File: src/rtl/mlpsbt_ram.sv
// ----------------------------------------------------------------------------
// mlpsbt_ram
// simple dual-port ram, one write and one registered read port
// ----------------------------------------------------------------------------
module mlpsbt_ram #(
  parameter int WIDTH = 32,
  parameter int DEPTH = 16,
  localparam int AW = (DEPTH > 1) ? $clog2(DEPTH) : 1
) (
  input  logic             clk,
  input  logic             we,
  input  logic [AW-1:0]    waddr,
  input  logic [WIDTH-1:0] wdata,
  input  logic             re,
  input  logic [AW-1:0]    raddr,
  output logic [WIDTH-1:0] rdata
);

  logic [WIDTH-1:0] mem [DEPTH];

  always_ff @(posedge clk) begin
    if (we) begin
      mem[waddr] <= wdata;
    end
    if (re) begin
      rdata <= mem[raddr];
    end
  end

endmodule

File: config.mk
export PLATFORM = sky130hd
export DESIGN_NAME = mlpsbt_ram
export DESIGN_NICKNAME = d
export VERILOG_FILES = /design/src/rtl/mlpsbt_ram.sv
export SDC_FILE = /design/constraint.sdc
export NUM_CORES = 1
export LEC_CHECK = 0
export BUFFER_PORTS_ARGS = -buffer_cell sky130_fd_sc_hd__buf_2
export CAP_MARGIN = 0
export CELL_PAD_IN_SITES_DETAIL_PLACEMENT = 0
export CELL_PAD_IN_SITES_GLOBAL_PLACEMENT = 2
export CORE_UTILIZATION = 54
export CTS_CLUSTER_DIAMETER = 100
export DETAILED_ROUTE_END_ITERATION = 7
export GPL_ROUTABILITY_DRIVEN = 0
export PLACE_DENSITY = 0.94
export SKIP_CTS_REPAIR_TIMING = 1
export SLEW_MARGIN = 25
export SYNTH_ARGS = -nofsm -noshare
export SYNTH_HDL_FRONTEND = slang
export SYNTH_SLANG_ARGS = --single-unit
File: constraint.sdc
create_clock -name clk -period 5.8 [get_ports clk]
set_input_delay 0.58 -clock clk [delete_from_list [all_inputs] [get_ports clk]]
set_output_delay 0.58 -clock clk [all_outputs]
set_load 0.02 [all_outputs]
After elaboration in Yosys (flattened, before gate mapping)
Memories as Yosys holds them, arrays and structs flattened. A register that Yosys moved wholly into a read port is not among the register bits.
Cells that the tools add are included.

storage, ports and cells
  register bits after elaboration = 0
  memory bits (writable) = 512
  bits of input ports = 43
  output and inout port bits = 32
  word-level logic and storage cells = 3
  memories kept = 1

memory list
  name  words  bits a word  rd ports  clocked after memory_dff  wr ports  line  text
  mem   16     32           1         1                         1         19    logic [WIDTH-1:0] mem [DEPTH];

cells by class
  multiplexer cells = 2

operators with widths
  operator          count
  1-bit 2-to-1 mux  2

Logic depth before layout (Yosys ltp)
Gate-level depths: netlist of run 1.

  depth in word-level cells = 2
  gate-level depth with buffers = 5
  mapped depth without buffers = 3

Worst setup path before layout of run 1
OpenSTA, ideal clock, no wires.

  path type = input -> register
  start = in waddr[2]
  end = mem mem[0][0], enable pin
  arrival time = 3.298 ns
  slack = 2.040 ns
  cell stages on the path = 2
  path buffers = 0
  path through = or3b_2 nor3_1

RTL lines
  item                line  text
  start: declaration  12    input logic [AW-1:0] waddr,
  end: declaration    19

No word-level cell before the write port.

==> summary.log, run 1 <==
[sta] Worst Max-Slew Pin Slew 1013 ps
[placed_design] placed wire-length estimate after detailed placement 19910 µm
[die] Placement Rows 70
[route] iteration count of the initial detailed-routing pass 5
[sta] Max Clock Skew 20.09 ps
[placed_design] Placement Cell Area 21240 µm²
[route] detail-routed via count per cell 6.410
[synthesis] Synth area leader sky130_fd_sc_hd__edfxtp_1
[die] die boundary width 195.3 µm
[sta] minimum clock period after layout 2421 ps
[worst_setup_path] Max Fanout on Critical Path 51
[worst_setup_path] crit path DAT 2720 ps
[synthesis] Yosys warning total 0
[power_and_ir_drop] static leakage 7.303 nW
[clocking] latest clock arrival within the worst-skew pair 570 ps
[synthesis] Synth Instances 838
[sta] accumulated negative setup slack 0 ps
[route] DRC violation count after routing 0
[grt] pin count of the biggest net entering global routing 66
[placed_design] number of placed instances with taps included 1360
[route] number of routed nets with antenna violations 0
[synthesis] Post-Synthesis Cell Area 20170 µm²
[final_layout] Final Non-Filler Cells 1455
[worst_setup_path] worst endpoint required time 6100 ps
[clocking] depth of the CTS H-tree 2
[route] drt first-iter violations 1067
[sta] post-route fraction of the period consumed by the critical path 41.74%
[worst_setup_path] Critical Path End Type flop
[grt] global-route wire length before repair 62450 µm
[placed_design] number of I/O port buffers 74
[die] Total Die Area 38140 µm²
[clocking] Clock Path Buffers 3
[sta] worst max-slew margin expressed relative to the limit 32.45%
[route] Avg WL per Cell 29.26 µm
[synthesis] share of the synthesized area in the top cell type 80.97%
[synthesis] share of the yosys chip area belonging to registers 80.97%
[hold_path] class of the tightest hold or removal check primary input to flop
[final_layout] fin nets 988
[die] I/O Pins 75
[synthesis] Syn Nets 881
[sta] unrepaired setup endpoints after global routing no
[clocking] clock buffer count from CTS 51
[power_and_ir_drop] power density over cell area 354.1 nW/µm²
[sta] upper clock frequency limit 413.0 MHz
[synthesis] number of different library cells in the post-synthesis netlist 17
[clocking] clock tree from TritonCTS done
[grt] number of antenna violations at the first check in global routing 4
[final_layout] Fillers 2359
[power_and_ir_drop] power consumption 8.103 mW
[grt] Total GRT Usage 22.89%
[final_layout] Post-Layout Inst Area 22880 µm²
[worst_setup_path] type of element launching the critical path primary input
[worst_setup_path] Crit Path Category primary input to flop
[clocking] cell at the root of the clock tree sky130_fd_sc_hd__clkbuf_16
[route] overall via count from detail_route 9327
[synthesis] Area contributors post-synth sky130_fd_sc_hd__edfxtp_1 (81%), sky130_fd_sc_hd__mux4_2 (14%), sky130_fd_sc_hd__a22oi_1 (2.4%), sky130_fd_sc_hd__nand2_1 (0.61%), sky130_fd_sc_hd__buf_4 (0.41%)
[final_layout] share of layout cells above drive strength 1 32.39%
[grt] vias in the first global route 9558
[status] result of the run complete, no violations
[die] area of the placeable core 36700 µm²
[run] total of max-cap violations 0
[sta] endpoints failing hold 0
[final_layout] P&R area growth vs syn 13.43%
[die] vertical extent of the die 195.3 µm
[die] initial core utilization 54.97%
[sta] max-slew violation count 0
[power_and_ir_drop] maximum vdd drop 0.0002413 V
[clocking] clock slew at reported path FFs 60 ps
[synthesis] mean post-synth cell area 24.07 µm²
[clocking] number of sinks driven by the clock tree 544
[grt] overall overflow remaining after global route 0
[sta] Worst Hold Slack 383.3 ps
[sta] Final Setup Violations 0
[synthesis] synthesized flop and latch total 544
[route] final WL 42570 µm
## layout make-up
type                       instances  area [µm²]  share of cell area [%]
clock buffer                      58        1303                   5.692
clock inverter                    35       336.6                   1.471
tap                              468       585.6                   2.559
sequential                       544       16340                   71.38
antenna                            2       5.005                 0.02187
timing repair buffer              97       569.3                   2.488
multi-input combinational        251        3750                   16.39
## metrics by stage
stage / worst slack, ps / util, %
6_report: 3379 / 62.36
5_1_grt: 3171 / 62.36
4_1_cts: 3306 / 62.35
3_5_place_dp: 2742 / 57.88
3_3_place_gp: 2794 / 57.87
2_1_floorplan: 2040 / -
## path summary, 6_finish.rpt
| check | startpoint | end | slack, ps | cells after the start |
|---|---|---|---|---|
| setup / recovery | raddr[0] | rdata[5] | 3380 | 5 |
| hold / removal | wdata[13] | mem[0][13] | 380 | 1 |
| setup reg to reg | mem[9][24] | rdata[24] | 4290 | 3 |
| hold reg to reg | mem[6][19] | rdata[19] | 750 | 3 |
## state kept, by name, summed over array words and instances, names as in the netlist
name and flops:
rdata 32, mem 512
## power breakdown
group	switching, mW	leakage (nW)	internal, mW
Clock	1.38	0.803	1.88
Sequential	0.0267	4.94	4.43
Combinational	0.242	1.56	0.151
## routing by layer
layer  routed length [µm]  track usage, %
met5                   82           1.277
met2                20670           36.32
met1                17200           33.55
met3                 3774           3.644
met4                  845           6.212
## critical path, cell delays in order
cell and delay [ps]:
sky130_fd_sc_hd__clkbuf_8 510, sky130_fd_sc_hd__buf_4 670, sky130_fd_sc_hd__mux4_2 620, sky130_fd_sc_hd__a22oi_1 190, sky130_fd_sc_hd__nand2_1 90
## cells by family (layout without fill, tap and decap cells)
family	after synthesis	after routing	synth area share [%]
mux	128	128	14.29
flops	544	544	80.97
simple gates	59	59	1.253
buf+inv	43	190	1.104
other cells	0	2	0
compound gates	64	64	2.382
## synthesized netlist by cell type, drive strengths merged
cell    instances
or3b            1
mux4          128
buf            26
nand2          33
nor2           13
nor3            4
nand3b          2
nand3           1
nor2b           2
edfxtp        544
and2            1
nand2b          2
clkbuf         17
a22oi          64
## placed cells by master (no fill, tap or decap)
master and count:
sky130_fd_sc_hd__nor3_2 4, sky130_fd_sc_hd__nand3b_1 2, sky130_fd_sc_hd__nand2_1 33, sky130_fd_sc_hd__edfxtp_1 544, sky130_fd_sc_hd__diode_2 2, sky130_fd_sc_hd__nor2b_4 2, sky130_fd_sc_hd__bufinv_16 6, sky130_fd_sc_hd__clkinv_2 12
sky130_fd_sc_hd__buf_12 1, sky130_fd_sc_hd__clkbuf_1 7, sky130_fd_sc_hd__clkbuf_16 51, sky130_fd_sc_hd__clkinv_8 2, sky130_fd_sc_hd__a22oi_1 64, sky130_fd_sc_hd__and2_2 1, sky130_fd_sc_hd__nand3_1 1, sky130_fd_sc_hd__mux4_2 128
sky130_fd_sc_hd__clkbuf_8 1, sky130_fd_sc_hd__clkinvlp_4 2, sky130_fd_sc_hd__nand2b_1 2, sky130_fd_sc_hd__buf_2 71, sky130_fd_sc_hd__or3b_2 1, sky130_fd_sc_hd__clkinv_1 13, sky130_fd_sc_hd__buf_4 24, sky130_fd_sc_hd__nor2_4 13
Note: power is estimated with default switching activity, not from simulation.
==> inputs of run 2 (changes only) <==
--- a/config.mk
+++ b/config.mk
@@ -9,11 +9,11 @@
 export CAP_MARGIN = 0
 export CELL_PAD_IN_SITES_DETAIL_PLACEMENT = 0
 export CELL_PAD_IN_SITES_GLOBAL_PLACEMENT = 2
-export CORE_UTILIZATION = 54
+export CORE_UTILIZATION = 50
 export CTS_CLUSTER_DIAMETER = 100
 export DETAILED_ROUTE_END_ITERATION = 7
 export GPL_ROUTABILITY_DRIVEN = 0
-export PLACE_DENSITY = 0.94
+export PLACE_DENSITY = 0.89
 export SKIP_CTS_REPAIR_TIMING = 1
 export SLEW_MARGIN = 25
 export SYNTH_ARGS = -nofsm -noshare
==> constraint.sdc (replaced) <==
create_clock -name clk -period 2.34 [get_ports clk]
set_input_delay 0.234 -clock clk [delete_from_list [all_inputs] [get_ports clk]]
set_output_delay 0.234 -clock clk [all_outputs]
set_load 0.02 [all_outputs]
==> run 2 against run 1 <==
  * Sequential share of layout area shrank 1.6 points
  * Setup slack lost 2500 ps
  * Clock power grew 140%
  * Critical endpoint is now rdata[19]
  * Register-to-register slack lost 3400 ps
  * Final area grew 2.3%
  * Largest cell class unchanged
  * Final cell count grew 5.0%
==> summary.log, run 2 (same netlist as run 1, synthesis figures left out) <==
[final_layout] fin nets 1007
[final_layout] Post-Route Utilization 58.95%
[final_layout] Post-Layout Inst Area 23420 µm²
[route] drt first-iter violations 985
[route] number of routed nets with antenna violations 0
[final_layout] leading cell type in the layout, fill and taps excluded sky130_fd_sc_hd__edfxtp_1
[clocking] Clock Path Buffers 3
[final_layout] flip-flop count of the largest register after layout 512
[sta] Setup WS post-layout 841.7 ps
[sta] post-route fraction of the period consumed by the critical path 64.03%
[route] DRC violation count after routing 0
[route] Avg WL per Cell 27.47 µm
[worst_setup_path] crit-path max cell delay 480 ps
[grt] vias in the first global route 9729
[route] detail-routed via count per cell 6.022
[power_and_ir_drop] maximum vdd drop 0.0005378 V
[placed_design] Post-Place Worst Slack 294.7 ps
[power_and_ir_drop] power consumption 20.03 mW
[clocking] clock tree from TritonCTS done
[die] I/O Pins 75
[worst_setup_path] Crit Path Category flop to flop
[run] total of max-cap violations 0
[worst_setup_path] Max Fanout on Critical Path 1
[placed_design] Placement Cell Area 21820 µm²
[sta] Max Clock Skew 9.258 ps
[final_layout] commonest non-fill, non-tap cells in the layout sky130_fd_sc_hd__edfxtp_1 (544), sky130_fd_sc_hd__mux4_2 (128), sky130_fd_sc_hd__buf_2 (72), sky130_fd_sc_hd__a22oi_1 (64), sky130_fd_sc_hd__clkbuf_16 (53)
[clocking] number of sinks driven by the clock tree 544
[die] area of the placeable core 39730 µm²
[hold_path] class of the tightest hold or removal check primary input to flop
[route] uppermost routed layer met5
[die] vertical extent of the die 202.9 µm
[sta] upper clock frequency limit 667.4 MHz
[sta] Worst Max-Slew Pin Slew 661.0 ps
[route] overall via count from detail_route 9202
[route] met2 routed wirelength 20330 µm
[sta] max-slew violation count 0
[worst_setup_path] crit path DAT 1780 ps
[die] Placement Rows 73
[grt] global-route wire length before repair 62550 µm
[final_layout] share of layout cells above drive strength 1 33.13%
[sta] accumulated negative setup slack 0 ps
[sta] minimum clock period after layout 1498 ps
[sta] worst max-slew margin expressed relative to the limit 55.93%
[clocking] cell at the root of the clock tree sky130_fd_sc_hd__clkbuf_16
[clocking] latest clock arrival within the worst-skew pair 560 ps
[route] final WL 41980 µm
[hold_path] worst hold path stage count 1
[power_and_ir_drop] static leakage 7.478 nW
[clocking] clock slew at reported path FFs 60 ps
[sta] Worst Hold Slack 47.77 ps
[route] iteration count of the initial detailed-routing pass 5
[grt] pin count of the biggest net entering global routing 46
[worst_setup_path] type of element launching the critical path flop
[final_layout] Regs by FF count mem (512), rdata (32)
[clocking] clock buffer count from CTS 52
[sta] unrepaired setup endpoints after global routing no
[final_layout] P&R area growth vs syn 16.09%
[status] result of the run complete, no violations
[final_layout] Fillers 2704
[grt] Total GRT Usage 21.11%
[route] routed metal-1 wire length 17340 µm
[grt] overall overflow remaining after global route 0
[route] met3 routed wirelength 3459 µm
[die] initial core utilization 50.78%
[final_layout] Final Non-Filler Cells 1528
[sta] endpoints failing hold 0
[final_layout] register name with the most flops mem
[clocking] depth of the CTS H-tree 2
[worst_setup_path] worst endpoint required time 2630 ps
[placed_design] number of placed instances with taps included 1435
[worst_setup_path] worst-path cell chain mux4_2, a22oi_1, nand2_1
[worst_setup_path] path depth of the worst reg2reg path 3
[worst_setup_path] Critical Path End Type flop
[power_and_ir_drop] power density over cell area 855.0 nW/µm²
[final_layout] total area of multi-input combinational cells 3776 µm²
[grt] number of antenna violations at the first check in global routing 3
[final_layout] area of all sequential standard cells 16340 µm²
[die] Total Die Area 41160 µm²
[die] die boundary width 202.9 µm
[placed_design] number of I/O port buffers 74
[placed_design] placed wire-length estimate after detailed placement 20450 µm
[sta] Final Setup Violations 0
[worst_setup_path] Crit-path slowest cell sky130_fd_sc_hd__mux4_2
==> run 2: cell count changes in the layout (fill, tap and decap cells not counted), sizes merged <==
cell    previous run  this run
diode              2         1
bufinv             6         4
clkbuf            59        64
buf               96       114
clkinv            27        23
==> run 2: worst paths after layout <==
kind,slack [ps],startpoint,to
worst max-delay path,840,mem[2][19],rdata[19]
worst min-delay path,50,wdata[27],mem[12][27]
worst max register to register,840,mem[2][19],rdata[19]
worst min register to register,740,mem[15][8],rdata[8]
==> run 2: area by class of cell <==
| cell class | instances | area share (%) |
|---|---|---|
| Antenna cell | 1 | 0.01068 |
| Clock buffer | 63 | 5.823 |
| Clock inverter | 29 | 0.9937 |
| Multi-Input combinational cell | 251 | 16.12 |
| Sequential cell | 544 | 69.75 |
| Tap cell | 525 | 2.805 |
| Timing Repair Buffer | 115 | 4.493 |
==> run 2: per-layer routing <==
metal	vias to the layer above	global-route usage, %
met5	-	0
met4	4	5.908
met3	71	3.788
met2	438	33.52
met1	4838	30.46
li1	3851	-
==> run 2: where the power goes <==
part	leakage (nW)	switching, mW	internal (mW)	total, mW
registers	4.94	0.0604	11.0	11.0
logic	1.75	0.621	0.431	1.05
clock network	0.779	3.38	4.55	7.94
==> run 2: worst max-delay path, delay by kind of cell (launching register included) <==
| family | cells | cell delay [ps] |
|---|---|---|
| AND/OR/NAND/NOR | 1 | 150 |
| multiplexers | 1 | 480 |
| AO/OA/AOI/OAI | 1 | 230 |
| flip-flops | 1 | 370 |
